<file path="config.mk">
export PLATFORM = sky130hd
export DESIGN_NAME = bgspf_front
export DESIGN_NICKNAME = d
export VERILOG_FILES = /design/src/bgspf_pkg.sv /design/src/bgspf_front.sv
export SDC_FILE = /design/constraint.sdc
export NUM_CORES = 1
export LEC_CHECK = 0
export ABC_AREA = 1
export BUFFER_PORTS_ARGS = -buffer_cell sky130_fd_sc_hd__buf_2
export CORE_ASPECT_RATIO = 1.5
export CORE_UTILIZATION = 46
export CTS_BUF_LIST = sky130_fd_sc_hd__clkbuf_16
export DETAILED_ROUTE_END_ITERATION = 10
export PLACE_DENSITY = 0.78
export RECOVER_POWER = 25
export SYNTH_ARGS = -nofsm -noshare
export SYNTH_HDL_FRONTEND = slang
export SYNTH_SLANG_ARGS = --single-unit
export TNS_END_PERCENT = 30
</file>
<file path="constraint.sdc">
create_clock -name clk -period 5.9 [get_ports clk]
set_clock_uncertainty 0.1 [all_clocks]
set_input_delay 0.295 -clock clk [delete_from_list [all_inputs] [get_ports clk]]
set_output_delay 0.295 -clock clk [all_outputs]
set_load 0.02 [all_outputs]
</file>
<file path="src/bgspf_pkg.sv">
// Shared types and constants for the bit-granular store with pattern find.
package bgspf_pkg;

	localparam int POS_W = 24;
	localparam int ADDR_W = 19;
	localparam int DATA_W = 8;
	localparam int PAT_DIGITS = 16;
	localparam int DEF_STORE_BYTES = 65536;
	localparam int DEF_MAX_DIGITS = 16;
	localparam logic [3:0] FW_RESET = 4'd4;
	localparam logic [4:0] PCNT_RESET = 5'd1;

	typedef enum logic [1:0] {
		CMD_LOAD  = 2'd0,
		CMD_READ  = 2'd1,
		CMD_WRITE = 2'd2,
		CMD_FIND  = 2'd3
	} command_t;

	typedef enum logic [1:0] {
		ST_OK    = 2'd0,
		ST_RANGE = 2'd1,
		ST_FAIL  = 2'd2
	} status_t;

	typedef enum logic [2:0] {
		CFG_FIELD_WIDTH   = 3'd0,
		CFG_BUFFER_BYTES  = 3'd1,
		CFG_PATTERN_VALUE = 3'd2,
		CFG_PATTERN_COUNT = 3'd3
	} cfg_index_t;

	typedef enum logic [2:0] {
		K_DONE,
		K_LOAD,
		K_READ,
		K_WRITE,
		K_FIND
	} kind_t;

	typedef enum logic [1:0] {
		B_IDLE,
		B_RD,
		B_BIT
	} back_state_t;

	typedef struct packed {
		logic [3:0]       fw;
		logic [4:0]       pcnt;
		logic [63:0]      pat;
		logic [POS_W-1:0] lim;
		logic [8:0]       len;
	} cfg_t;

	typedef struct packed {
		kind_t             kind;
		status_t           status;
		logic [ADDR_W-1:0] addr;
		logic [DATA_W-1:0] data;
	} cmd_t;

	typedef struct packed {
		status_t           status;
		logic [DATA_W-1:0] field;
		logic [ADDR_W-1:0] found;
	} res_t;

endpackage

</file>
<file path="src/bgspf_front.sv">
// Front end: configuration registers and classification of each request.
module bgspf_front #(
	parameter int STORE_BYTES = bgspf_pkg::DEF_STORE_BYTES,
	parameter int MAX_DIGITS = bgspf_pkg::DEF_MAX_DIGITS
) (
	input  logic                            clk,
	input  logic                            arst_n,
	input  logic                            cfg_valid,
	output logic                            cfg_ready,
	input  logic [2:0]                      cfg_index,
	input  logic [63:0]                     cfg_data,
	input  logic                            push,
	output logic                            full,
	input  logic [1:0]                      command,
	input  logic [bgspf_pkg::ADDR_W-1:0]    address,
	input  logic [bgspf_pkg::DATA_W-1:0]    data,
	input  logic                            q_full,
	output logic                            q_push,
	output bgspf_pkg::cmd_t                 cmd,
	output bgspf_pkg::cfg_t                 cfg
);

	logic [3:0]                   fw_q;
	logic [16:0]                  bb_q;
	logic [63:0]                  pat_q;
	logic [4:0]                   pcnt_q;
	logic [3:0]                   fw_v;
	logic [4:0]                   pcnt_v;
	logic [bgspf_pkg::POS_W-1:0]  bb_ext;
	logic [bgspf_pkg::POS_W-1:0]  store_pos;
	logic [bgspf_pkg::POS_W-1:0]  lim;
	logic [bgspf_pkg::POS_W-1:0]  addr_pos;
	logic [8:0]                   len;
	logic                         bad_digit;

	assign cfg_ready = 1'b1;
	assign full = q_full;
	assign q_push = push && !q_full;

	// Clamp or filter incoming configuration values.
	always_comb begin
		fw_v = cfg_data[3:0];
		pcnt_v = cfg_data[4:0];
		if (pcnt_v == 5'd0) begin
			pcnt_v = 5'd1;
		end else if (pcnt_v > 5'(MAX_DIGITS)) begin
			pcnt_v = 5'(MAX_DIGITS);
		end
	end

	// Configuration registers.
	always_ff @(posedge clk or negedge arst_n) begin
		if (!arst_n) begin
			fw_q <= bgspf_pkg::FW_RESET;
			bb_q <= '0;
			pat_q <= '0;
			pcnt_q <= bgspf_pkg::PCNT_RESET;
		end else if (cfg_valid) begin
			case (cfg_index)
				bgspf_pkg::CFG_FIELD_WIDTH: begin
					if (fw_v >= 4'd1 && fw_v <= 4'd8) begin
						fw_q <= fw_v;
					end
				end
				bgspf_pkg::CFG_BUFFER_BYTES: begin
					bb_q <= cfg_data[16:0];
				end
				bgspf_pkg::CFG_PATTERN_VALUE: begin
					pat_q <= cfg_data;
				end
				bgspf_pkg::CFG_PATTERN_COUNT: begin
					pcnt_q <= pcnt_v;
				end
				default: begin
				end
			endcase
		end
	end

	// Valid bit count and coded pattern length.
	always_comb begin
		bb_ext = bgspf_pkg::POS_W'(bb_q);
		store_pos = bgspf_pkg::POS_W'(STORE_BYTES);
		lim = ((bb_ext > store_pos) ? store_pos : bb_ext) << 3;
		len = 9'(pcnt_q) * 9'(fw_q);
		addr_pos = bgspf_pkg::POS_W'(address);
	end

	// A pattern digit in use that does not fit the field width.
	always_comb begin
		bad_digit = 1'b0;
		for (int k = 0; k < bgspf_pkg::PAT_DIGITS; k++) begin
			if (5'(k) < pcnt_q && (pat_q[63 - 4 * k -: 4] >> fw_q) != 4'd0) begin
				bad_digit = 1'b1;
			end
		end
	end

	assign cfg.fw = fw_q;
	assign cfg.pcnt = pcnt_q;
	assign cfg.pat = pat_q;
	assign cfg.lim = lim;
	assign cfg.len = len;

	// Classify the request: errors are settled here, the rest goes to the back end.
	always_comb begin
		cmd.addr = address;
		cmd.data = data;
		cmd.status = bgspf_pkg::ST_OK;
		cmd.kind = bgspf_pkg::K_DONE;
		case (command)
			bgspf_pkg::CMD_LOAD: begin
				if (addr_pos >= store_pos) begin
					cmd.status = bgspf_pkg::ST_RANGE;
				end else begin
					cmd.kind = bgspf_pkg::K_LOAD;
				end
			end
			bgspf_pkg::CMD_READ: begin
				if (addr_pos >= lim) begin
					cmd.status = bgspf_pkg::ST_RANGE;
				end else begin
					cmd.kind = bgspf_pkg::K_READ;
				end
			end
			bgspf_pkg::CMD_WRITE: begin
				if (addr_pos >= lim) begin
					cmd.status = bgspf_pkg::ST_RANGE;
				end else if ((data >> fw_q) != 8'd0) begin
					cmd.status = bgspf_pkg::ST_FAIL;
				end else begin
					cmd.kind = bgspf_pkg::K_WRITE;
				end
			end
			default: begin
				if (bad_digit) begin
					cmd.status = bgspf_pkg::ST_FAIL;
				end else if (addr_pos >= lim) begin
					cmd.status = bgspf_pkg::ST_RANGE;
				end else if (addr_pos + bgspf_pkg::POS_W'(len) > lim) begin
					cmd.status = bgspf_pkg::ST_FAIL;
				end else begin
					cmd.kind = bgspf_pkg::K_FIND;
				end
			end
		endcase
	end

endmodule

</file>
# == Yosys cells after proc, flatten, opt, wreduce, memory -nomap -nowiden ==
# Cells that the tools add are included.
# word_totals
register_bits,90
wordCells,128
# classes
n_addsub,1
n_mul,1
magnitude_cmp,23
n_eq_ne,5
shift,17
mux,34
n_reduce_logical,43
# op_table
cell,n
nonzero test 4 bit,16
right shift 4 x 4 -> 4 bit,16
< comparator 4 x 5 -> 1 bit (first input constant),8
adder 19 x 9 -> 20 bit,1
>= comparator 19 x 20 -> 1 bit,1
greater-than comparator 20 bit,1
< comparator 3 x 5 -> 1 bit (first input constant),4
>= comparator 19 x 17 -> 1 bit (second input constant),1
2-to-1 mux 1 bit,19
logical AND 1 bit,18
greater-than comparator 17 bit (second input constant),1
2-to-1 mux 17 bit,1
case mux 5 bit (3 select lines),1
2-to-1 mux 2 bit,7
2-to-1 mux 3 bit,4
< comparator 1 x 5 -> 1 bit (first input constant),2
< comparator 2 x 5 -> 1 bit (first input constant),2
2-to-1 mux 5 bit,2
multiplier 5 x 4 -> 9 bit,1
nonzero test 8 bit,1
right shift 8 x 4 -> 8 bit,1
equality test 3 x 2 -> 1 bit (second input constant),2
AND reduction 2 bit,3
greater-than comparator 5 bit (second input constant),1
other kinds (10),10

# == Logic depth before layout (Yosys ltp) ==
# depth
ltp_word,21
mapped_depth,33

# == Least setup slack after synthesis ==
# OpenSTA, ideal clock, no wires.
# synth_path
kind,flip-flop to output port
start,reg fw_q[2]
end,out cmd[31] (netlist bit)
t_arrival_ns,5.749
required_time_ns,5.505
slack_ns,-0.244
stages_incl_launch_ff,30
n_path_buf,1
path_cell_list,dfstp_2 -> clkbuf_1 -> nand2_1 -> fa_1 -> inv_1 -> fa_1 -> inv_1 -> fa_1 -> o21ai_0 -> a21o_1 -> a21oi_1 -> xnor2_1 -> ha_1 -> a21o_1 -> o21ai_0 -> o21ai_2 -> nand3_1 -> xor2_1 -> inv_1 -> ha_1 -> nand2_1 -> inv_1 -> nand3_1 -> nor2_1 -> nand3_1 -> nor2_1 -> nor2_1 -> nor2_1 -> nand2_1 -> nor2_1
# synth_lines
item,line_no,source
from (decl),bgspf_front.sv:23,logic [3:0] fw_q;
from (signal assigned),bgspf_front.sv:54,fw_q <= bgspf_pkg::FW_RESET;
from (signal assigned),bgspf_front.sv:62,fw_q <= fw_v;
to (decl),bgspf_front.sv:19,"output bgspf_pkg::cmd_t cmd,"

==> results.cfg <==
[cells_and_area]
final_cell_mix = buf_2 (202), nand2_1 (193), inv_1 (127)
fin_nets = 1264
layout_commonest_cell = buf_2
synthToLayoutAreaGrowth_pct = 24.1
layout-drive-gt1-share_pct = 27.9
fill_cells = 1360
final_cells = 1298

[floorplan]
num_rows = 53
die_area_sq_um = 15100
fp.dieH_um = 150
core_sq_um = 14100
die_width_um = 101
ios = 242
start_util_pct = 47.4

[worst_setup_path]
crit_top_cell = nand2_1
crit_family = adder cells
worstReg2RegStart = pcnt_q[4]
critPathBufInv = 6
worst_path_max_delay_cell = dfstp_2
reg2reg_slack_ns = 4.53
slowest_delay_ns = 0.55
critical_path_arrival_ns = 5.52
cp-end-kind = output port
reg2regPathDepth = 3
crit_type = flip-flop to output port
cp-start-kind = flip-flop
cp.required_ns = 5.51
crit_cells = 33
worstReg2RegEnd = pcnt_q[4]
path_max_fanout = 4

[timing]
setup_slack_ns = -0.0144
max_clock_freq_mhz = 169
holdWs_ns = 0.0864
fin_crit_sh_pct = 100
min_period_ns = 5.91
setup_viol = 1
slew_viol_final = 43
rsz0062_at_grt = yes
slew_headroom_pct = -49.0
worst_slew_pin_slew_ns = 2.24
finalHoldViolations = 0

[yosys]
synthArstFlopShare_pct = 100
avgSynthCellArea_sq_um = 7.55
synthFlopType = dfrtp_1
yosys-top-cells-area = dfrtp_1 (33%), nand2_1 (11%), ha_1 (11%)
ys_warn_count = 0
ys_types = 34
synth_edf_count = 0
yosysTopAreaCell = dfrtp_1
ys_seq_area_share_pct = 33.7
syn_inst = 887
synth_top_area_share_pct = 32.9
syn_area_sq_um = 6700
synth_seq_cells = 90

[outcome]
status = complete, but fails checks
violations = max-capacitance violations, max-slew violations, negative setup slack

[pwr]
cellLeakagePower_nw = 4.65
vdd_drop_max_mv = 0.224
p_switching_mw = 1.26
intPower_mw = 1.64
power_density_nw_per_um2 = 350
seqPwrFrac_pct = 29.1
pwr-share-comb_pct = 51.0
clkPwrFrac_pct = 19.8
switching_share_pct = 43.5

[global_routing]
grt_util_all_layers_pct = 25.4
overflow = 0
grt_pass1_wl_mm = 29.4
grt_antenna_before_repair = 2
grt_max_degree = 98
grt_pass1_vias = 6246

[drt]
vias_per_cell = 4.96
vias = 6435
first_pass_iters = 7
wl_per_cell_um = 14.6
wl_mm = 19.0
drc_errors = 0
wl_met1_mm = 7.10
top_layer_used = met5
met3_length_mm = 1.10
ant_nets = 0
drt_iter0_markers = 338
wl_met2_mm = 10.1

[hold_path]
timing.hold.worst.class = primary input to flip-flop
hp-start = cfg_data[60]
min_path_cells = 2
hold_end = pat_q[60]

[place]
dp_slack_ns = 0.0105
numPortBuffers = 233
post-dp-hpwl_mm = 15.4
gp_congestion = 0.953
dp.cells = 1271

[cts]
root_buffer = clkbuf_16
cts_buffers = 9
clk_path_buf_depth = 2
cts_tree = done
clkLatencyLatePin_ns = 0.33
path_clk_slew_ns = 0.07
htree_levels = 3
clkSinkCount = 90

[run]
max-cap-violations = 1
## state kept, by name, summed over array words and instances (netlist names)
register and count:
pat_q 64, bb_q 17, pcnt_q 5, fw_q 4
## synth_stat cells, types with 6 or more instances
| library cell | number |
|---|---|
| a21o_1 | 6 |
| clkbuf_1 | 14 |
| ha_1 | 57 |
| mux2_2 | 31 |
| o21ai_0 | 62 |
| nand2_1 | 198 |
| inv_1 | 128 |
| fa_1 | 7 |
| dfrtp_1 | 88 |
| a21oi_1 | 57 |
| nor3_1 | 6 |
| nand4_1 | 13 |
| buf_2 | 7 |
| xor2_1 | 10 |
| xnor2_1 | 10 |
| buf_4 | 38 |
| nor2_1 | 94 |
| nand3_1 | 24 |
## worst max-delay path by stage
stage                       start  endpoint  slack (ns)
after floorplan           fw_q[2]   cmd[28]       -0.06
after global placement    fw_q[2]   cmd[28]        0.15
after detailed placement  fw_q[2]   cmd[28]        0.01
after CTS                 fw_q[2]   cmd[28]        0.02
after global routing      fw_q[2]   cmd[28]       -0.36
final                     fw_q[2]   cmd[28]       -0.01
## layout make-up
class | instances | area (sq um) | share of cell area (%)
Clock inverter | 7 | 78.8 | 0.948
Inverter | 130 | 488 | 5.87
Sequential cell | 90 | 2250 | 27.1
Timing Repair Buffer | 256 | 1310 | 15.7
Clock buffer | 9 | 225 | 2.71
Antenna cell | 2 | 5.00 | 0.0602
Multi-Input combinational cell | 612 | 3710 | 44.7
Tap cell | 192 | 240 | 2.89
## per-layer routing
metal | track usage [%] | up-vias
met1 | 26.9 | 2932
met2 | 48.3 | 224
met4 | 12.2 | 2
met3 | 3.78 | 47
li1 | - | 3230
met5 | 0 | -
## cells by family (layout without fill, tap and decap cells)
logic type,count (synthesis),after routing,share of synthesized area (%)
AO/OA/AOI/OAI,142,142,11.3
XOR/XNOR,20,20,2.62
adder cells (fa/ha/maj),64,64,12.7
buffers and inverters,191,402,13.2
flip-flops,90,90,33.7
multiplexers,31,31,5.21
other,2,10,0.112
AND/OR/NAND/NOR,347,347,21.1
## power by group through the flow
stage / Sequential, mW / Clock, mW / Combinational (mW)
after floorplan: 0.964 / 0 / 0.845
final: 0.847 / 0.576 / 1.48
after global routing: 0.865 / 0.609 / 1.64
after CTS: 0.847 / 0.587 / 1.46
after global placement: 0.852 / 0 / 1.38
after detailed placement: 0.858 / 0 / 1.41
## metrics by stage
| stage | cell area (sq um) | total power, mW | util, % | setup TNS (ns) |
|---|---|---|---|---|
| 6_report | 8310 | 2.91 | 58.8 | -0.0144 |
| 5_1_grt | 8310 | 3.12 | 58.8 | -0.675 |
| 4_1_cts | 8260 | 2.89 | 58.5 | 0 |
| 3_5_place_dp | 7850 | 2.26 | 55.6 | 0 |
| 3_3_place_gp | 7850 | 2.23 | 55.6 | 0 |
| 2_1_floorplan | 6730 | 1.81 | - | -0.0555 |
## what timing repair did
item,CTS,global route
setup endpoints to repair,2,2
buffers inserted,5,3
hold buffers,1,0
resized for setup,17,16
pin swaps,14,17
hold endpoints to repair,39,0
Power figures use the tool's default switching activity.
