### src/bgspf_fifo.sv
// Small register queue used between the front, the back and the result port.
module bgspf_fifo #(
	parameter int WIDTH = 8,
	parameter int DEPTH = 2
) (
	input  logic             clk,
	input  logic             arst_n,
	input  logic             wr_en,
	input  logic [WIDTH-1:0] wr_data,
	output logic             full,
	input  logic             rd_en,
	output logic [WIDTH-1:0] rd_data,
	output logic             empty
);

	localparam int PTR_W = $clog2(DEPTH);
	localparam int CNT_W = $clog2(DEPTH + 1);

	logic [WIDTH-1:0] entry_q [DEPTH];
	logic [PTR_W-1:0] wr_ptr_q;
	logic [PTR_W-1:0] rd_ptr_q;
	logic [CNT_W-1:0] cnt_q;
	logic             do_wr;
	logic             do_rd;

	assign full = (cnt_q == CNT_W'(DEPTH));
	assign empty = (cnt_q == '0);
	assign rd_data = entry_q[rd_ptr_q];
	assign do_wr = wr_en && !full;
	assign do_rd = rd_en && !empty;

	// Pointers and fill count.
	always_ff @(posedge clk or negedge arst_n) begin
		if (!arst_n) begin
			wr_ptr_q <= '0;
			rd_ptr_q <= '0;
			cnt_q <= '0;
		end else begin
			if (do_wr) begin
				wr_ptr_q <= (wr_ptr_q == PTR_W'(DEPTH - 1)) ? '0 : wr_ptr_q + 1'b1;
			end
			if (do_rd) begin
				rd_ptr_q <= (rd_ptr_q == PTR_W'(DEPTH - 1)) ? '0 : rd_ptr_q + 1'b1;
			end
			if (do_wr && !do_rd) begin
				cnt_q <= cnt_q + 1'b1;
			end else if (do_rd && !do_wr) begin
				cnt_q <= cnt_q - 1'b1;
			end
		end
	end

	// Entry storage.
	always_ff @(posedge clk) begin
		if (do_wr) begin
			entry_q[wr_ptr_q] <= wr_data;
		end
	end

endmodule

### config.mk
export PLATFORM = sky130hd
export DESIGN_NAME = bgspf_fifo
export DESIGN_NICKNAME = d
export VERILOG_FILES = /design/src/bgspf_fifo.sv
export SDC_FILE = /design/constraint.sdc
export NUM_CORES = 1
export LEC_CHECK = 0
export BUFFER_PORTS_ARGS = -buffer_cell sky130_fd_sc_hd__buf_4
export CAP_MARGIN = 20
export CORE_AREA = 2 2 44 46
export CTS_CLUSTER_SIZE = 14
export DETAILED_ROUTE_END_ITERATION = 8
export DIE_AREA = 0 0 46 48
export HOLD_SLACK_MARGIN = 0.03
export PLACE_DENSITY = 0.71
export SLEW_MARGIN = 20
export SYNTH_ARGS = -nofsm -noshare
export SYNTH_HDL_FRONTEND = slang
export SYNTH_SLANG_ARGS = --single-unit
export TNS_END_PERCENT = 100
### constraint.sdc
create_clock -name clk -period 1.85 [get_ports clk]
set_input_delay 0.185 -clock clk [delete_from_list [all_inputs] [get_ports clk]]
set_output_delay 0.185 -clock clk [all_outputs]
set_load 0.02 [all_outputs]
# Yosys cells after proc, flatten, opt, wreduce, memory -nomap -nowiden
# Memory sizes are Yosys's and may differ from the RTL's.
# Cells that the tools add are included.
# W data, S select, Z words.
dict set report totals {
  reg_bits 4
  in_bits 12
  output_inout_bits 10
  mem_bits_rw 16
  wordCells 25
  mem_count 1
}
# memory words word_bits rd rd_ports_with_merged_regs wr line_no
set mem_list {}
lappend mem_list {entry_q 2 8 1 0 1 19} ;# logic [WIDTH-1:0] entry_q [DEPTH];
dict set report classes {
  n_reduce_logical 10
  n_eq_ne 1
  addsub 4
  muxes 6
}
# cell count
set op_table {}
lappend op_table {{$logic_and A1 B1 Y1} 4}
lappend op_table {{$logic_not A1 Y1} 4}
lappend op_table {{$mux W1} 4}
lappend op_table {{$mux W2} 2}
lappend op_table {{$add A1 B1 Y1 const B} 2}
lappend op_table {{$add A2 B1 Y2 const B} 1}
lappend op_table {{$eq A2 B2 Y1 const B} 1}
lappend op_table {{$logic_not A2 Y1} 1}
lappend op_table {{$reduce_bool A2 Y1} 1}
lappend op_table {{$sub A2 B1 Y2 const B} 1}

# Depth between registers and ports, before layout
# Gate-level depths: netlist of run 1.
dict set report logic_depth {
  word_depth 7
  mapped_depth 7
  mapped_depth_nobuf 7
}

# Worst setup path before layout of run 1
# Ideal clock, no wire load.
dict set report synth_timing {
  path_type {reg-to-reg}
  from {reg cnt_q[0]}
  to {mem entry_q[0][0], enable pin}
  setup_time_ps 370
  slack_ps 458
  t_required_ps 1480
  stages_incl_launch_ff 4
  synth_period_minus_slack_ps 1392
  arrival_time_ps 1022
  path_buffers 0
  cell_sequence {dfrtp_1 -> nand2b_1 -> nand2_2 -> nor2_1}
}
dict set report synth_between {
  elab_chain_len 5
}
# element line_no
set synth_rtl {}
lappend synth_rtl {{start, declared} 22} ;# logic [CNT_W-1:0] cnt_q;
lappend synth_rtl {{start signal, assigned} 46} ;# cnt_q <= cnt_q + 1'b1;
lappend synth_rtl {{start signal, assigned} 48} ;# cnt_q <= cnt_q - 1'b1;
lappend synth_rtl {{$eq A2 B2 Y1} 26} ;# assign full = (cnt_q == CNT_W'(DEPTH));
lappend synth_rtl {{$logic_not A1 Y1} 29} ;# assign do_wr = wr_en && !full;
lappend synth_rtl {{$logic_and A1 B1 Y1} 29}
lappend synth_rtl {{$mux W1} 55} ;# if (do_wr) begin
lappend synth_rtl {{$mux W1 (not written as such)} 56} ;# entry_q[wr_ptr_q] <= wr_data;
lappend synth_rtl {{end, declared} 19}
# Every way passes these cells.

# Final worst setup path of run 1
dict set report layout_timing {
  from {reg rd_ptr_q}
  to {out rd_data[7]}
}
dict set report layout_between {
  elab_chain_len 1
}
# element line_no
set layout_rtl {}
lappend layout_rtl {{start, declared} 21} ;# logic [PTR_W-1:0] rd_ptr_q;
lappend layout_rtl {{start signal, assigned} 43} ;# rd_ptr_q <= (rd_ptr_q == PTR_W'(DEPTH - 1)) ? '0 : rd_ptr_q + 1'b1;
lappend layout_rtl {{$mem_v2 Z2 W8} n/a}
lappend layout_rtl {{end, declared} 12} ;# output logic [WIDTH-1:0] rd_data,
# Every way passes these cells.

==> reports/metrics.yaml, run 1 <==
r2r_setup_slack_ps: 350
setup_viol: 0
power.total_mw: 1.54
postLayoutCellArea_um2: 1000
syn_nets: 57
rr_worst_depth: 7
start_util_pct: 46.3
core_um2: 1690
clk_latency_ps: 290
vdd_drop_max_mv: 0.762
dieHeight_um: 48
die_area_um2: 2210
fin_util_pct: 59.2
maxSlewViolCount: 0
rsz0062_at_grt: "false"
ys_ff_latch: 20
root_buffer: "clkbuf_4"
yosysWarnings: 0
final_cells: 87
critPathMaxFanout: 9
fin_crit_ps: 1610
max_slew_margin_pct: 73.7
place_area_um2: 963
port_buffers: 21
r2r-end: "cnt_q[1]$_DFFE_PN0P_"
vias_per_cell: 5.14
max_slew.worst_pin.slew_ps: 394
met1_usage_pct: 11.9
num_vias: 447
hold_path_end: "entry_q[1][2]$_DFFE_PP_"
grt-ovfl-total: 0
syn_area_um2: 782
ant_nets: 0
finalWirelength_mm: 1.15
drtIter0Drc: 1
layout-drive-gt1-share_pct: 41.4
path_class: "flip-flop to output pin"
status: "finished, final reports clean"
worst_ep_required_time_ps: 1660
wire_per_inst_um: 13.2
hp-start: "wr_data[2]"
htreeDepth: 1
syn_avg_cell_area_um2: 17.8
place_congestion: 0.659
finalSetupTns_ps: 0
layout_worst_path_cycle_share_pct: 87.3
num_rows: 15
clkTransAtPathRegs_ps: 100
r2r_start: "cnt_q[0]$_DFFE_PN0P_"
yosys.cell_types.count: 15
worstSetupStartpoint: "rd_ptr_q$_DFFE_PN0P_"
power_leakage_nw: 0.416
cp-end-kind: "output pin"
cap_viol_max_count: 0
dp_cells: 82
cts_tree: "yes"
busiest_layer: "met2"
hold_viol: 0
die_w_um: 46
dp_hpwl_um: 888
dr.pass1.iters: 2
fin_worst_skew_ps: 1.18
n_fill_cell: 148
use_met2_pct: 21.9
netlist_instances: 44
grt_pass1_vias: 453
grt_pass1_wl_mm: 1.81
cts_made_buffers: 3
critPathArrivalTime_ps: 1430
hp-class: "input pin to flip-flop"
diodes: 0
final_cell_mix: "22 x buf_4, 16 x edfxtp_1, 6 x mux2_1, 4 x dfrtp_1"
power_density_nw_per_um2: 1540
area_growth_pct: 27.8
yosysSeqAreaShare_pct: 74.2
final_common_cell: "buf_4"
cts_buffer_depth: 2
grt_use_total_pct: 12.4
drc: 0
final_nets: 84
grt_start_max_net_pins: 12
timing.fmax_ghz: 0.619
met3_usage_pct: 4.53
antenna_found_initial: 0
hold_depth: 1
start_kind: "flip-flop"
cts.sinks: 20
num_io_pins: 22
## stage by stage
step	hold WS [ps]	worst slack, ps
finish	67.5	236
global placement	-14.4	442
global route	46.7	163
detailed placement	-15.4	373
CTS	56.2	202
floorplan	-111	458
## cells in the mapped netlist (all sizes together)
cell / number / area, µm²
nand2: 1 / 6.26
nand2b: 1 / 6.26
edfxtp: 16 / 480
buf: 1 / 5.00
xnor2: 3 / 33.8
mux2: 8 / 90.1
dfrtp: 4 / 100
xor2: 2 / 17.5
o21ai: 1 / 5.00
ha: 1 / 12.5
and3: 1 / 6.26
inv: 2 / 7.51
nor2: 3 / 11.3
## layer usage
metal | vias up | share of wire (%)
met1 | 221 | 40
met2 | 15 | 53
li1 | 209 | -
met4 | 0 | 1.2
met3 | 2 | 6.2
met5 | - | 0
## layout make-up
class                   count  area, µm²  area share, %
clock buffers               3       22.5           2.25
clock inverters             1       3.75          0.375
inverters                   2       7.51          0.751
multi-input cells          21        189           18.9
flip-flops and latches     20        581           58.1
well taps                  17       21.3           2.13
repair buffers             23        175           17.5
## where the power goes
group | switching, mW | internal (mW) | total [mW]
sequential | 0.101 | 0.629 | 0.730
clock | 0.121 | 0.0785 | 0.199
combinational | 0.308 | 0.304 | 0.612
total | 0.530 | 1.01 | 1.54
## state kept, by name, summed over array words and instances (netlist names)
signal / cells
entry_q: 16
rd_ptr_q: 1
cnt_q: 2
wr_ptr_q: 1
## logic make-up after synthesis
| logic type | after synthesis | synth area share [%] |
|---|---|---|
| flops | 20 | 74.2 |
| mux | 8 | 11.5 |
| simple gates | 6 | 3.84 |
| xor+xnor | 5 | 6.56 |
| buf+inv | 3 | 1.60 |
| compound gates | 1 | 0.639 |
| fa+ha+maj | 1 | 1.60 |
## worst max path at each step
stage                              end  depth (start not counted)
5_1_grt                     rd_data[7]                          2
3_5_place_dp      cnt_q[1]$_DFFE_PN0P_                          7
3_3_place_gp      cnt_q[1]$_DFFE_PN0P_                          7
6_report                    rd_data[7]                          2
2_1_floorplan  entry_q[0][0]$_DFFE_PP_                          3
4_1_cts                     rd_data[7]                          2
## worst max-delay path: stages, from the launching register on
cell	delay, ps
dfrtp_1	590
mux2_2	390
buf_4	160
## what timing repair did
item / CTS / global route
hold endpoints to repair: 4 / 0
gates resized for setup: 0 / 0
hold buffers: 1 / 0
setup buffers: 0 / 0
endpoints found under the setup margin: 0 / 0
No activity file was read; power rests on OpenSTA's default activity.
==> run 2, diff against run 1 <==
==> constraint.sdc (replaced) <==
create_clock -name clk -period 1.85 [get_ports clk]
set_input_delay 0.0925 -clock clk [delete_from_list [all_inputs] [get_ports clk]]
set_output_delay 0.0925 -clock clk [all_outputs]
set_load 0.02 [all_outputs]
==> run 2 against run 1 <==
Compared with the run above: non-clock buffer count rose by 8; register-to-register slack barely moved; cell count rose by 9.2%; utilization rose by 4.7 points; setup slack improved by 95 ps; critical path depth did not move; die area did not move; global-route usage rose by 0.080 points; count of clock-buffer cells in the layout did not move; combinational power rose by 2%; routed wire length rose by 2.6%; critical path type unchanged; largest cell class unchanged; highest routed layer unchanged.
==> reports/metrics.yaml, run 2 (synthesis results as in run 1) <==
hold_viol: 0
grt-ovfl-total: 0
grt_pass1_wl_mm: 1.82
start_kind: "flip-flop"
regMostFlops: "entry_q"
maxSlewViolCount: 0
vias_per_cell: 4.98
port_buffers: 21
hp-class: "input pin to flip-flop"
final_nets: 92
core_um2: 1690
max_slew.worst_pin.slew_ps: 392
largest_register_ffs: 16
ant_nets: 0
dieHeight_um: 48
num_io_pins: 22
finalSetupTns_ps: 0
drtIter0Drc: 1
swShare_pct: 34.2
critPathMaxFanout: 9
cts.sinks: 20
area_growth_pct: 38.1
cts_resized: 0
power_leakage_nw: 0.450
die_w_um: 46
num_vias: 473
slowest_delay_ps: 590
top_regs: "entry_q: 16 flops, cnt_q: 2 flops"
die_area_um2: 2210
power_frac_clock_pct: 12.8
fin_crit_ps: 1520
status: "finished, final reports clean"
path_cells: "mux2_2, buf_4"
rsz0062_at_grt: "false"
cap_viol_max_count: 0
clkTransAtPathRegs_ps: 100
critPathArrivalTime_ps: 1430
path_class: "flip-flop to output pin"
start_util_pct: 46.3
fin_worst_skew_ps: 1.15
finalWirelength_mm: 1.18
max_slew_margin_pct: 73.9
seqPwrFrac_pct: 47.0
drc: 0
antenna_found_initial: 0
p_int_mw: 1.02
diodes: 0
cts_buffer_depth: 2
critPathSlowestCell: "dfrtp_1"
post-place-ws_ps: 373
htreeDepth: 1
final_cell_mix: "22 x buf_4, 16 x edfxtp_1, 9 x dlygate4sd3_1, 6 x mux2_1, 4 x dfrtp_1"
root_buffer: "clkbuf_4"
cts_made_buffers: 3
place_congestion: 0.659
n_fill_cell: 141
final_common_cell: "buf_4"
layout-drive-gt1-share_pct: 37.2
grt_start_max_net_pins: 12
r2r_setup_slack_ps: 360
grt_pass1_vias: 453
wire_per_inst_um: 12.4
post_cts_buffers: 0
ctsHoldBuffers: 9
layout_worst_path_cycle_share_pct: 82.1
switching_power_mw: 0.531
setup_ws_ps: 331
timing.fmax_ghz: 0.658
power.total_mw: 1.55
dr.pass1.iters: 2
num_rows: 15
setup_viol: 0
grt_use_total_pct: 12.4
dp_hpwl_um: 888
cp-end-kind: "output pin"
worst_ep_required_time_ps: 1760
cts_tree: "yes"
vdd_drop_max_mv: 0.787
power_density_nw_per_um2: 1440
pwr-share-comb_pct: 40.3
clk_latency_ps: 290
## run 2: cell count changes in the layout (fill, tap and decap cells not counted)
| cell | before | now |
|---|---|---|
| dlygate4sd3_1 | 1 | 9 |
## run 2: final timing paths
kind                                        end  cells past startpoint            startpoint
max in group asynchronous  wr_ptr_q$_DFFE_PN0N_                      2                arst_n
min in group asynchronous  cnt_q[1]$_DFFE_PN0P_                      2                arst_n
hold / removal             wr_ptr_q$_DFFE_PN0N_                      3                 wr_en
hold reg to reg            wr_ptr_q$_DFFE_PN0N_                      1  wr_ptr_q$_DFFE_PN0N_
setup / recovery                     rd_data[7]                      2  rd_ptr_q$_DFFE_PN0P_
setup reg to reg           cnt_q[1]$_DFFE_PN0P_                      7  cnt_q[0]$_DFFE_PN0P_
## run 2: per-layer routing
metal	share of wire, %	routed length [µm]	GRT usage [%]	vias up
li1	-	-	-	225
met1	42	493	13.3	231
met2	52	619	21.1	15
met3	4.6	54	3.77	2
met4	1.2	14	8.57	0
met5	0	0	0	-
## run 2: power by group through the flow
stage               logic [mW]  clock network (mW)  registers [mW]
CTS                      0.637               0.210           0.735
floorplan                0.434                   0           0.686
detailed placement       0.620                   0           0.745
global placement         0.610                   0           0.733
global route             0.675               0.229           0.748
finish                   0.625               0.199           0.729
## run 2: area by class of cell
| type | instances | area, µm² | share of cell area (%) |
|---|---|---|---|
| Clock buffer | 3 | 22.5 | 2.09 |
| Timing Repair Buffer | 31 | 255 | 23.6 |
| Multi-Input combinational cell | 21 | 189 | 17.5 |
| Sequential cell | 20 | 581 | 53.8 |
| Clock inverter | 1 | 3.75 | 0.348 |
| Inverter | 2 | 7.51 | 0.695 |
| Tap cell | 17 | 21.3 | 1.97 |
## run 2: through the flow
step,instances,hold slack (ps),area [µm²],utilization [%]
after floorplan,44,-203,782,-
after global routing,95,84.8,1080,63.9
after CTS,95,80.2,1080,63.9
after global placement,82,-107,963,57.0
after detailed placement,82,-108,963,57.0
final,95,89.4,1080,63.9
## run 2: critical path: cells and delay by family (launching register included)
| family | cells | cell delay [ps] |
|---|---|---|
| multiplexers | 1 | 390 |
| buffers and inverters | 1 | 160 |
| flip-flops | 1 | 590 |
